===== src/sv/cobs_pkg.sv =====
// Package for the cartridge outer bank scrambler: request codes, register
// indexes and the scramble, command permute and protection tables.
// No dependencies.
`default_nettype none

package cobs_pkg;

  typedef enum logic [1:0] {
    REQ_CPU_WRITE = 2'd0,
    REQ_CPU_READ  = 2'd1,
    REQ_PRG_XLATE = 2'd2,
    REQ_CHR_XLATE = 2'd3
  } req_type_t;

  localparam logic [1:0] REG_WIDE_SUBMAPPER = 2'd0;
  localparam logic [1:0] REG_DIP_ENABLE     = 2'd1;
  localparam logic [1:0] REG_DIP_SETTING    = 2'd2;

  localparam logic [2:0] OREG_MODE     = 3'd0;
  localparam logic [2:0] OREG_BANK     = 3'd1;
  localparam logic [2:0] OREG_PROTECT  = 3'd2;
  localparam logic [2:0] OREG_SCRAMBLE = 3'd7;

  localparam logic [15:0] OUTER_LO  = 16'h5000;
  localparam logic [15:0] OUTER_HI  = 16'h5FFF;
  localparam logic [15:0] MMC3_CMD  = 16'h8000;
  localparam logic [15:0] MMC3_BASE = 16'h8000;

  localparam logic [7:0] MODE_RESET     = 8'h00;
  localparam logic [7:0] BANK_RESET     = 8'h03;
  localparam logic [2:0] PROTECT_RESET  = 3'd7;
  localparam logic [2:0] SCRAMBLE_RESET = 3'd4;

  // Flags of one result beat, highest bit first in out_tuser.
  typedef struct packed {
    logic read_valid;
    logic refresh_banks;
    logic fwd_valid;
  } res_flags_t;

  // MMC3 register address for a scramble row and a slot {addr[14:13], addr[0]}.
  function automatic logic [15:0] scramble_addr(input logic [2:0] sel,
                                                input logic [2:0] idx);
    logic [15:0] a;
    a = 16'h8000;
    case (sel)
      3'd1: begin
        case (idx)
          3'd0: a = 16'hA001;
          3'd1: a = 16'hA000;
          3'd2: a = 16'h8000;
          3'd3: a = 16'hC000;
          3'd4: a = 16'h8001;
          3'd5: a = 16'hC001;
          3'd6: a = 16'hE000;
          default: a = 16'hE001;
        endcase
      end
      3'd3: begin
        case (idx)
          3'd0: a = 16'hC001;
          3'd1: a = 16'h8000;
          3'd2: a = 16'h8001;
          3'd3: a = 16'hA000;
          3'd4: a = 16'hA001;
          3'd5: a = 16'hE001;
          3'd6: a = 16'hE000;
          default: a = 16'hC000;
        endcase
      end
      3'd4: begin
        case (idx)
          3'd0: a = 16'hA001;
          3'd1: a = 16'h8001;
          3'd2: a = 16'h8000;
          3'd3: a = 16'hC000;
          3'd4: a = 16'hA000;
          3'd5: a = 16'hC001;
          3'd6: a = 16'hE000;
          default: a = 16'hE001;
        endcase
      end
      default: begin
        // Unscrambled rows: even slots at the register base, odd ones at base+1.
        a = MMC3_BASE | {1'b0, idx[2:1], 13'h0000} | {15'h0000, idx[0]};
      end
    endcase
    return a;
  endfunction

  function automatic logic [2:0] cmd_permute(input logic [2:0] sel,
                                             input logic [2:0] cmd);
    logic [2:0] p;
    p = cmd;
    case (sel)
      3'd1: begin
        case (cmd)
          3'd0: p = 3'd0;
          3'd1: p = 3'd2;
          3'd2: p = 3'd6;
          3'd3: p = 3'd1;
          3'd4: p = 3'd7;
          3'd5: p = 3'd3;
          3'd6: p = 3'd4;
          default: p = 3'd5;
        endcase
      end
      3'd2: begin
        case (cmd)
          3'd0: p = 3'd0;
          3'd1: p = 3'd5;
          3'd2: p = 3'd4;
          3'd3: p = 3'd1;
          3'd4: p = 3'd7;
          3'd5: p = 3'd2;
          3'd6: p = 3'd6;
          default: p = 3'd3;
        endcase
      end
      3'd3: begin
        case (cmd)
          3'd0: p = 3'd0;
          3'd1: p = 3'd6;
          3'd2: p = 3'd3;
          3'd3: p = 3'd7;
          3'd4: p = 3'd5;
          3'd5: p = 3'd2;
          3'd6: p = 3'd4;
          default: p = 3'd1;
        endcase
      end
      3'd4: begin
        case (cmd)
          3'd0: p = 3'd0;
          3'd1: p = 3'd2;
          3'd2: p = 3'd5;
          3'd3: p = 3'd3;
          3'd4: p = 3'd6;
          3'd5: p = 3'd1;
          3'd6: p = 3'd7;
          default: p = 3'd4;
        endcase
      end
      default: p = cmd;
    endcase
    return p;
  endfunction

  function automatic logic [3:0] protect_nibble(input logic [2:0] sel,
                                                input logic [2:0] idx);
    logic [3:0] n;
    n = 4'h0;
    case ({sel, idx})
      {3'd1, 3'd6}: n = 4'h3;
      {3'd2, 3'd4}: n = 4'h3;
      {3'd2, 3'd5}: n = 4'h4;
      {3'd3, 3'd3}: n = 4'h1;
      {3'd3, 3'd5}: n = 4'h4;
      {3'd3, 3'd6}: n = 4'h5;
      {3'd7, 3'd3}: n = 4'h1;
      {3'd7, 3'd4}: n = 4'h2;
      {3'd7, 3'd5}: n = 4'h4;
      {3'd7, 3'd6}: n = 4'hF;
      default: n = 4'h0;
    endcase
    return n;
  endfunction

endpackage

`default_nettype wire


===== src/sv/cartridge_outer_bank_scrambler.sv =====
// Top level of the cartridge outer bank scrambler: outer registers, write
// scrambling, protection reads and PRG/CHR bank translation.
// Depends on cobs_pkg.
//
// Each request beat's result is computed from the input beat and the outer
// registers by table lookups and masking, and lands in a single output
// register. A new beat is taken every cycle while the output register is
// empty or being drained, so the block sustains one beat per clock. Outer
// register writes at 0x5000-0x5FFF take effect for the very next beat.
// Configuration registers sit at byte addresses 0, 4 and 8 of the APB port
// and should be written while no requests are in flight.
`default_nettype none

module cartridge_outer_bank_scrambler (
  input  wire logic        clk,
  input  wire logic        rst_n,
  // Request stream
  input  wire logic        in_tvalid,
  output logic             in_tready,
  input  wire logic [31:0] in_tdata,   // cpu_address[15:0], data_in[23:16], open_bus[31:24]
  input  wire logic [1:0]  in_tuser,   // req_type[1:0]
  // Result stream
  output logic             out_tvalid,
  input  wire logic        out_tready,
  output logic [47:0]      out_tdata,  // fwd_address[15:0], fwd_data[23:16],
                                       // read_data[31:24], bank_number[42:32], zero
  output logic [2:0]       out_tuser,  // fwd_valid[0], refresh_banks[1], read_valid[2]
  // Configuration port
  input  wire logic        cfg_psel,
  input  wire logic        cfg_penable,
  input  wire logic        cfg_pwrite,
  input  wire logic [3:0]  cfg_paddr,
  input  wire logic [31:0] cfg_pwdata,
  output logic [31:0]      cfg_prdata,
  output logic             cfg_pready
);

  // Configuration registers
  logic       wide_submapper_r;
  logic       dip_enable_r;
  logic [7:0] dip_setting_r;
  logic       cfg_wr;

  assign cfg_pready = 1'b1;
  assign cfg_wr     = cfg_psel && cfg_penable && cfg_pwrite && cfg_pready;

  always_ff @(posedge clk) begin
    if (!rst_n) begin
      wide_submapper_r <= 1'b0;
      dip_enable_r     <= 1'b0;
      dip_setting_r    <= 8'h00;
    end else if (cfg_wr) begin
      case (cfg_paddr[3:2])
        cobs_pkg::REG_WIDE_SUBMAPPER: wide_submapper_r <= cfg_pwdata[0];
        cobs_pkg::REG_DIP_ENABLE:     dip_enable_r     <= cfg_pwdata[0];
        cobs_pkg::REG_DIP_SETTING:    dip_setting_r    <= cfg_pwdata[7:0];
        default: ;
      endcase
    end
  end

  always_comb begin
    case (cfg_paddr[3:2])
      cobs_pkg::REG_WIDE_SUBMAPPER: cfg_prdata = {31'h0, wide_submapper_r};
      cobs_pkg::REG_DIP_ENABLE:     cfg_prdata = {31'h0, dip_enable_r};
      cobs_pkg::REG_DIP_SETTING:    cfg_prdata = {24'h0, dip_setting_r};
      default:                      cfg_prdata = 32'h0;
    endcase
  end

  // Input beat fields
  cobs_pkg::req_type_t req_type;
  logic [15:0] cpu_address;
  logic [7:0]  data_in;
  logic [7:0]  open_bus;
  logic        in_fire;
  logic        outer_hit;

  assign req_type    = cobs_pkg::req_type_t'(in_tuser);
  assign cpu_address = in_tdata[15:0];
  assign data_in     = in_tdata[23:16];
  assign open_bus    = in_tdata[31:24];
  assign in_tready   = !out_tvalid || out_tready;
  assign in_fire     = in_tvalid && in_tready;
  assign outer_hit   = (cpu_address >= cobs_pkg::OUTER_LO) &&
                       (cpu_address <= cobs_pkg::OUTER_HI);

  // Outer registers
  logic [7:0] outer_mode_r;
  logic [7:0] outer_bank_r;
  logic [2:0] protect_sel_r;
  logic [2:0] scramble_sel_r;

  always_ff @(posedge clk) begin
    if (!rst_n) begin
      outer_mode_r   <= cobs_pkg::MODE_RESET;
      outer_bank_r   <= cobs_pkg::BANK_RESET;
      protect_sel_r  <= cobs_pkg::PROTECT_RESET;
      scramble_sel_r <= cobs_pkg::SCRAMBLE_RESET;
    end else if (in_fire && req_type == cobs_pkg::REQ_CPU_WRITE && outer_hit) begin
      case (cpu_address[2:0])
        cobs_pkg::OREG_MODE:     outer_mode_r   <= data_in;
        cobs_pkg::OREG_BANK:     outer_bank_r   <= data_in;
        cobs_pkg::OREG_PROTECT:  protect_sel_r  <= data_in[2:0];
        cobs_pkg::OREG_SCRAMBLE: scramble_sel_r <= data_in[2:0];
        default: ;
      endcase
    end
  end

  // Forwarded write
  logic [15:0] fwd_addr;
  logic [7:0]  fwd_data;

  always_comb begin
    fwd_addr = cobs_pkg::scramble_addr(scramble_sel_r,
                                       {cpu_address[14:13], cpu_address[0]});
    fwd_data = data_in;
    // Command writes keep bits 7-6, drop bits 5-3 and permute the index.
    if (fwd_addr == cobs_pkg::MMC3_CMD) begin
      fwd_data = {data_in[7:6], 3'b000,
                  cobs_pkg::cmd_permute(scramble_sel_r, data_in[2:0])};
    end
  end

  // PRG bank translation
  logic [7:0] prg_base;
  logic [7:0] prg_mask;
  logic [7:0] prg_val;
  logic [7:0] prg_bank;
  logic [1:0] slot;

  assign slot = cpu_address[14:13];

  always_comb begin
    prg_base = {1'b0, outer_bank_r[1:0], 5'b00000};
    prg_mask = outer_mode_r[6] ? 8'h0F : 8'h1F;
    prg_val  = data_in;
    if (wide_submapper_r) begin
      prg_base[7] = outer_bank_r[3];
    end
    if (dip_enable_r) begin
      if (dip_setting_r[0]) begin
        prg_base = prg_base & dip_setting_r;
      end else begin
        prg_base = prg_base | dip_setting_r;
      end
    end
    prg_base[4] = prg_base[4] | outer_bank_r[4];
    if (outer_mode_r[7]) begin
      if (outer_mode_r[5]) begin
        prg_base = prg_base & 8'hFC;
        prg_mask = prg_mask | 8'h03;
        prg_val  = {3'b000, outer_mode_r[3:1], slot};
      end else begin
        prg_base = prg_base & 8'hFE;
        prg_mask = prg_mask | 8'h01;
        prg_val  = {3'b000, outer_mode_r[3:0], slot[0]};
      end
    end
    prg_bank = (prg_base & ~prg_mask) | (prg_val & prg_mask);
  end

  // CHR bank translation
  logic [10:0] chr_base;
  logic [10:0] chr_mask;
  logic [10:0] chr_bank;

  always_comb begin
    chr_base = wide_submapper_r ? {outer_bank_r[3:1], 8'h00}
                                : {1'b0, outer_bank_r[3:2], 8'h00};
    chr_mask = outer_mode_r[6] ? 11'h07F : 11'h0FF;
    if (dip_enable_r && dip_setting_r[0]) begin
      chr_base = chr_base & {dip_setting_r, 3'b111};
    end
    chr_base[7] = chr_base[7] | outer_bank_r[5];
    chr_bank = (chr_base & ~chr_mask) | ({3'b000, data_in} & chr_mask);
  end

  // Result assembly
  cobs_pkg::res_flags_t flags_nxt;
  logic [15:0] fwd_address_nxt;
  logic [7:0]  fwd_data_nxt;
  logic [7:0]  read_data_nxt;
  logic [10:0] bank_number_nxt;

  always_comb begin
    flags_nxt       = '0;
    fwd_address_nxt = 16'h0000;
    fwd_data_nxt    = 8'h00;
    read_data_nxt   = 8'h00;
    bank_number_nxt = 11'h000;
    case (req_type)
      cobs_pkg::REQ_CPU_WRITE: begin
        if (outer_hit) begin
          flags_nxt.refresh_banks = (cpu_address[2:0] == cobs_pkg::OREG_MODE) ||
                                    (cpu_address[2:0] == cobs_pkg::OREG_BANK);
        end else if (cpu_address[15]) begin
          flags_nxt.fwd_valid = 1'b1;
          fwd_address_nxt     = fwd_addr;
          fwd_data_nxt        = fwd_data;
        end
      end
      cobs_pkg::REQ_CPU_READ: begin
        if (outer_hit) begin
          flags_nxt.read_valid = 1'b1;
          read_data_nxt = {open_bus[7:4],
                           cobs_pkg::protect_nibble(protect_sel_r, cpu_address[2:0])};
        end
      end
      cobs_pkg::REQ_PRG_XLATE: bank_number_nxt = {3'b000, prg_bank};
      cobs_pkg::REQ_CHR_XLATE: bank_number_nxt = chr_bank;
      default: ;
    endcase
  end

  // Output register
  logic                 out_valid_r;
  cobs_pkg::res_flags_t flags_r;
  logic [15:0]          fwd_address_r;
  logic [7:0]           fwd_data_r;
  logic [7:0]           read_data_r;
  logic [10:0]          bank_number_r;

  always_ff @(posedge clk) begin
    if (!rst_n) begin
      out_valid_r <= 1'b0;
    end else if (in_tready) begin
      out_valid_r <= in_tvalid;
    end
  end

  always_ff @(posedge clk) begin
    if (in_fire) begin
      flags_r       <= flags_nxt;
      fwd_address_r <= fwd_address_nxt;
      fwd_data_r    <= fwd_data_nxt;
      read_data_r   <= read_data_nxt;
      bank_number_r <= bank_number_nxt;
    end
  end

  assign out_tvalid = out_valid_r;
  assign out_tuser  = flags_r;
  assign out_tdata  = {5'b00000, bank_number_r, read_data_r, fwd_data_r, fwd_address_r};

endmodule

`default_nettype wire


===== config.mk =====
export PLATFORM = sky130hd
export DESIGN_NAME = cartridge_outer_bank_scrambler
export DESIGN_NICKNAME = d
export VERILOG_FILES = /design/src/sv/cobs_pkg.sv /design/src/sv/cartridge_outer_bank_scrambler.sv
export SDC_FILE = /design/constraint.sdc
export NUM_CORES = 1
export LEC_CHECK = 0
export BUFFER_PORTS_ARGS = -buffer_cell sky130_fd_sc_hd__buf_2
export CORE_MARGIN = 8
export CORE_UTILIZATION = 44
export CTS_CLUSTER_SIZE = 14
export DETAILED_ROUTE_END_ITERATION = 10
export PLACE_DENSITY = 0.77
export REMOVE_ABC_BUFFERS = 1
export SYNTH_ARGS = -nofsm -noshare
export SYNTH_HDL_FRONTEND = slang
export SYNTH_SLANG_ARGS = --single-unit

===== constraint.sdc =====
create_clock -name clk -period 1.6 [get_ports clk]
set_input_delay 0.08 -clock clk [delete_from_list [all_inputs] [get_ports clk]]
set_output_delay 0.08 -clock clk [all_outputs]
set_load 0.1 [all_outputs]

### Word-level counts from Yosys, hierarchy flattened

Index checks and enable logic that the tools add are counted.

| operators by class | value |
|---|---|
| magnitude comparators | 2 |
| eq/ne operators | 35 |
| multiplexer cells | 28 |
| reductions and logical operators | 30 |
| bitwise gates (word level) | 16 |

Operator list:

| kind | number |
|---|---|
| 15-bit case mux with 7 select lines | 3 |
| 3-bit case mux with 7 select lines | 4 |
| 16-bit case mux with 3 select lines | 1 |
| 8-bit two-way mux | 4 |
| 6-bit by 5-bit equality test with 1-bit output, second input constant | 5 |
| 8-bit AND | 3 |
| 3-bit equality test, second input constant | 8 |
| 6-bit equality test, second input constant | 4 |
| 4-bit case mux with 6 select lines | 1 |
| 8-bit case mux with 3 select lines | 1 |
| 11-bit AND | 2 |
| 11-bit two-way mux | 2 |
| 11-bit case mux with 2 select lines | 1 |
| 3-bit by 2-bit equality test with 1-bit output, second input constant | 7 |
| 2-bit AND reduction | 9 |
| 16-bit equality test, second input constant | 1 |
| 16-bit by 15-bit >= comparator with 1-bit output, second input constant | 1 |
| 16-bit by 15-bit <= comparator with 1-bit output, second input constant | 1 |
| 16-bit by 1-bit bitwise OR with 16-bit output | 1 |
| 8-bit bitwise OR | 2 |
| 3-bit by 1-bit equality test with 1-bit output, second input constant | 4 |
| 3-bit case mux with 4 select lines | 1 |
| 8-bit NOT with 11-bit output | 1 |
| 11-bit by 8-bit bitwise OR with 11-bit output | 1 |
| other kinds (19) | 43 |

| storage, ports and cells | value |
|---|---|
| bits in registers | 77 |
| output and inout port bits | 86 |

### Logic depth before layout (Yosys ltp)

| logic depth | value |
|---|---|
| word-level depth | 9 |
| gate-level depth with buffers | 6 |
| depth with buffers taken out | 4 |

### Worst setup path before layout

OpenSTA, ideal clock, no wires.

| timing | value |
|---|---|
| path type | reg2reg |
| start point | reg out_valid_r (netlist: out_tvalid) |
| end point | reg bank_number_r[0] (enable) |
| setup time | 0.389 ns |
| cell stages (with the launch flop) | 5 |
| buffers on the path | 1 |
| data arrival time | 2.335 ns |
| setup slack | -1.124 ns |
| cells stage by stage | dfxtp_1 -> nand2b_1 -> clkbuf_2 -> nand2_1 -> inv_1 |

| between the ends | value |
|---|---|
| cells in the longest elaborated chain, start to end | 3 |

RTL lines:

| element | line | source |
|---|---|---|
| start, declared | cartridge_outer_bank_scrambler.sv:218 | `logic out_valid_r;` |
| start signal, assigned | cartridge_outer_bank_scrambler.sv:229 | `out_valid_r <= in_tvalid;` |
| 1-bit logical NOT | cartridge_outer_bank_scrambler.sv:83 | `assign in_tready = !out_tvalid \|\| out_tready;` |
| 1-bit logical OR | cartridge_outer_bank_scrambler.sv:83 |  |
| net in_tready | cartridge_outer_bank_scrambler.sv:19 | `output logic in_tready,` |
| 1-bit logical AND | cartridge_outer_bank_scrambler.sv:84 | `assign in_fire = in_tvalid && in_tready;` |
| net in_fire | cartridge_outer_bank_scrambler.sv:76 | `logic in_fire;` |
| end signal, assigned | cartridge_outer_bank_scrambler.sv:239 | `bank_number_r <= bank_number_nxt;` |
| end, declared | cartridge_outer_bank_scrambler.sv:223 | `logic [10:0] bank_number_r;` |

The timed path passes the listed nets, and every way through them passes these cells.
A chain may end at the register's enable or synchronous reset.

### Worst setup path in the final report

| timing | value |
|---|---|
| start point | reg scramble_sel_r[1] |
| end point | reg fwd_data_r[2] (data pin) |

| between the ends | value |
|---|---|
| cells in the longest elaborated chain, start to end | 4 |
| elaborated cells on any way between the ends | 8 |
| classes of those cells | eq/ne: 5; mux: 3 |

RTL lines:

| element | line | source |
|---|---|---|
| start, declared | cartridge_outer_bank_scrambler.sv:92 | `logic [2:0] scramble_sel_r;` |
| start signal, assigned | cartridge_outer_bank_scrambler.sv:99 | `scramble_sel_r <= cobs_pkg::SCRAMBLE_RESET;` |
| start signal, assigned | cartridge_outer_bank_scrambler.sv:105 | `cobs_pkg::OREG_SCRAMBLE: scramble_sel_r <= data_in[2:0];` |
| 3-bit equality test (tied with other cells) | cobs_pkg.sv:46, cobs_pkg.sv:95 |  |
| 16-bit case mux with 3 select lines | cobs_pkg.sv:46 | `case (sel)` |
| 16-bit equality test | cartridge_outer_bank_scrambler.sv:120 | `if (fwd_addr == cobs_pkg::MMC3_CMD) begin` |
| 3-bit two-way mux * | cartridge_outer_bank_scrambler.sv:120 |  |
| end signal, assigned | cartridge_outer_bank_scrambler.sv:237 | `fwd_data_r <= fwd_data_nxt;` |
| end, declared | cartridge_outer_bank_scrambler.sv:221 | `logic [7:0] fwd_data_r;` |

Mark *: on every way between the ends. The rest lies on a longest branch, timed or not.

==> metrics.sh <==
RESULT_OF_THE_RUN='finished, final reports clean'
SETUP_VIOLATIONS=0
CRITPATHARRIVALTIME_NS=1.68
CTS.CLK_SLEW.WORST_PATHS_NS=0.07
TIMING.HOLD.WORST.CLASS='input pin to flop'
CP_MAX_FO=4
GLOBAL_ROUTE_WIRE_LENGTH_BEFORE_REPAIR_MM=15.64
SYNTH_AREA_LEADERS='sky130_fd_sc_hd__edfxtp_1 26%, sky130_fd_sc_hd__dfxtp_1 16%, sky130_fd_sc_hd__buf_4 8.2%, sky130_fd_sc_hd__mux2i_1 8.0%, sky130_fd_sc_hd__nand2_1 3.9%'
PEAKVDDDROP_uV=521.9
CRIT_REQUIRED_NS=1.70
NFILLCELLS=776
NUMBER_OF_ANTENNA_VIOLATIONS_AT_THE_FIRST_CHECK_IN_GLOBAL_ROUTING=1
GRTUSAGETOTAL_PCT=16.45
TIMING.CRITICAL_PATH.SLOWEST_CELL_DELAY_NS=0.41
FINALCOREUTILIZATION_PCT=54.09
VIAS=3304
ANTENNA_CELLS=0
ROOT_BUFFER='sky130_fd_sc_hd__clkbuf_8'
CLOCK_POWER_SHARE_PCT=30.9
LAYOUT.CELLS.NON_FILLER=630
SYNTH_EDF_COUNT=34
FMAX_GHz=0.6332
DIE_AREA_UM2=12030
CRIT_TYPE='flop to flop'
CTS-HTREE-LEVELS=3
DESIGN.FINAL.NETS=594
CTS.SINK_COUNT=64
CLOCK_LATENCY_NS=0.35
ANTENNA_LEFT=0
DP_HPWL_MM=7.426
SYN_AVG_CELL_AREA_UM2=9.172
DP_WORST_SETUP_SLACK_NS=-0.1132
CTS_BUFFERS=9
INTPOWER_uW=2727
UNREPAIRED_SETUP_ENDPOINTS_AFTER_GLOBAL_ROUTING='true'
TIMING.CRITICAL_PATH.CELLS='or3b_4 > a211oi_4 > nor4b_1 > a41o_1'
START_UTIL_PCT=44.71
WORST_SLEW_PIN_SLEW_NS=0.4952
LAYOUT.CELLS.MOST_COMMON_LIST='80 x sky130_fd_sc_hd__buf_2, 42 x sky130_fd_sc_hd__conb_1, 40 x sky130_fd_sc_hd__nand2_1'
NETLIST-CELL-TYPE-COUNT=61
HOLD_VIOLATIONS=0
DESIGN_POWER_TOTAL_uW=4388
PLACEABLECOREAREA_UM2=8636
FIRST_DRT_ITERATION_DRCS=250
PLACEMENT.IO_BUFFERS=81
POST_ROUTE_CELLS_DRIVE_ABOVE_1_SHARE_PCT=26.82
SLEW_VIOL_FINAL=0
ROUTED_VIA_DENSITY=5.244
DIE_WIDTH_UM=109.7
ROUTABILITYCONGESTION=0.8676
POSTSYNTH.ASYNCRESETSHARE_PCT=0
POSTSYNTHCELLCOUNT=421
CTS_SETUP_BUFFERS=0
FLOORPLAN.ROWS=34
CTS.PATH.MAX_BUFFERS=2
BOUNDARYPINS=163
MAX-CAP-VIOLATIONS=0
CRITICAL_PATH.ENDPOINT_TYPE='flop'
FINALCLOCKSKEW_NS=0.01201
DRTPASS1ITERATIONS=4
SYNTHDOMINANTAREACELLTYPE='sky130_fd_sc_hd__edfxtp_1'
SWITCHING_SHARE_PCT=37.84
DETAIL_ROUTE.DRC_VIOLATIONS=0
MAXIMUM_NUMBER_OF_PINS_ON_ONE_NET_BEFORE_GLOBAL_ROUTE_REPAIR=24
DETAIL_ROUTE.WIRELENGTH_MM=9.856
P_LEAK_uW=0.001961
WIRE_PER_INST_UM=15.64
LAYOUT-AREA-OVERHEAD-VS-SYNTH_PCT=20.97
YOSYS.AREA.TOP_TYPE_SHARE_PCT=26.44
FIN_CRIT_SH_PCT=98.71
SYNTH_SEQ_AREA_SHARE_PCT=42.00
POST_SYNTHESIS_INSTANCE_AREA_UM2=3861
POWER_DENSITY_nW_PER_UM2=939.4
SLEW_HEADROOM_PCT=66.68
SETUP_SLACK_NS=0.02069
SWITCHINGPOWER_uW=1660
WORST_PATH_MAX_DELAY_CELL='sky130_fd_sc_hd__or3b_4'
TOTALNEGATIVESETUPSLACK_NS=0
STARTPOINT_TYPE='flop'
SHARE_SEQ_OF_TOTAL_POWER_PCT=41.0
DOMINANTREGCELLSYNTH='sky130_fd_sc_hd__edfxtp_1'
VIAS_IN_THE_FIRST_GLOBAL_ROUTE=3311
LAYOUT.CELLS.MOST_COMMON='sky130_fd_sc_hd__buf_2'
YOSYSWARNINGS=0
DIE-HEIGHT_UM=109.7
DPL.CELL_COUNT=606
YS_FF_LATCH=64
POWER_FRAC_COMB_PCT=28.1
CTS_TREE='done'
MIN_TCLK_POST_ROUTE_NS=1.579
GRT-OVFL-TOTAL=0
[routing by layer]
layer / global-route usage, % / routed length [µm] / up-vias
li1: - / - / 1597
met1: 20.27 / 4185 / 1566
met2: 26.49 / 4768 / 119
met3: 2.931 / 664 / 20
met4: 9.643 / 229 / 2
met5: 0 / 8 / -
[timing repair]
action,4_1_cts,5_1_grt
gates resized for setup,7,8
pin swaps,6,6
hold endpoints to repair,8,0
setup endpoints to repair,3,7
hold buffers,8,0
[stage by stage]
| step | hold WS (ns) | cell area, µm² |
|---|---|---|
| 6_report | 0.01679 | 4671 |
| 4_1_cts | 0.001498 | 4649 |
| 2_1_floorplan | 0.1518 | 3561 |
| 3_3_place_gp | 0.3177 | 4349 |
| 5_1_grt | 0.02062 | 4671 |
| 3_5_place_dp | 0.3264 | 4349 |
[layout make-up]
cell class / count / area (µm²) / area share (%)
clock buffer: 12 / 145.1 / 3.107
clock inverter: 4 / 45.04 / 0.9644
inverter: 14 / 52.55 / 1.125
multi-input combinational: 311 / 1921 / 41.12
sequential: 64 / 1629 / 34.88
tap: 108 / 135.1 / 2.893
timing repair buffer: 117 / 743.2 / 15.91
[synthesized netlist by cell type (all sizes together) (4+ instances only)]
cell type / instances
buf: 50
nand2: 40
edfxtp: 34
mux2i: 31
dfxtp: 30
nor2: 28
clkbuf: 22
o21ai: 20
a21oi: 19
and2: 17
inv: 13
nand3: 12
nor3: 12
nor2b: 10
nand3b: 6
a211oi: 5
and3: 5
nand2b: 5
nand4: 5
nor4: 4
[registers in the layout (all words and copies together) (netlist names)]
register / count
bank_number_r: 11
dip_enable_r: 1
dip_setting_r: 8
fwd_address_r: 4
fwd_data_r: 8
out_tuser: 3
out_tvalid: 1
outer_bank_r: 6
outer_mode_r: 7
protect_sel_r: 3
read_data_r: 8
scramble_sel_r: 3
wide_submapper_r: 1
[power groups by stage]
stage | registers, µW | logic (µW) | clock network, µW
global route | 1810 | 1280 | 1440
global placement | 1840 | 1200 | 0
floorplan | 2210 | 591 | 0
CTS | 1800 | 1230 | 1390
finish | 1800 | 1230 | 1350
detailed placement | 1840 | 1200 | 0
[cell families after synthesis]
group,synth area share (%)
and+or+nand+nor,23.49
other,0.1945
AOI/OAI and AO/OA,12.57
xor gates and xnor gates,0.6806
muxes,8.036
buffers and inverters,13.03
DFF,42.00
[final timing paths]
path	end	slack, ns	cells past startpoint	from
hold / removal	read_data_r[5]	0.02	2	in_tdata[29]
setup / recovery	fwd_data_r[2]	0.02	4	scramble_sel_r[1]
hold reg to reg	outer_bank_r[4]	0.46	2	outer_bank_r[4]
setup reg to reg	fwd_data_r[2]	0.02	4	scramble_sel_r[1]
[critical path, delay by kind of cell (launching register included)]
kind	cells	cell delay (ns)
and+or+nand+nor	2	0.51
AOI/OAI and AO/OA	2	0.48
DFF	1	0.34
(Power assumes the default switching activity.)
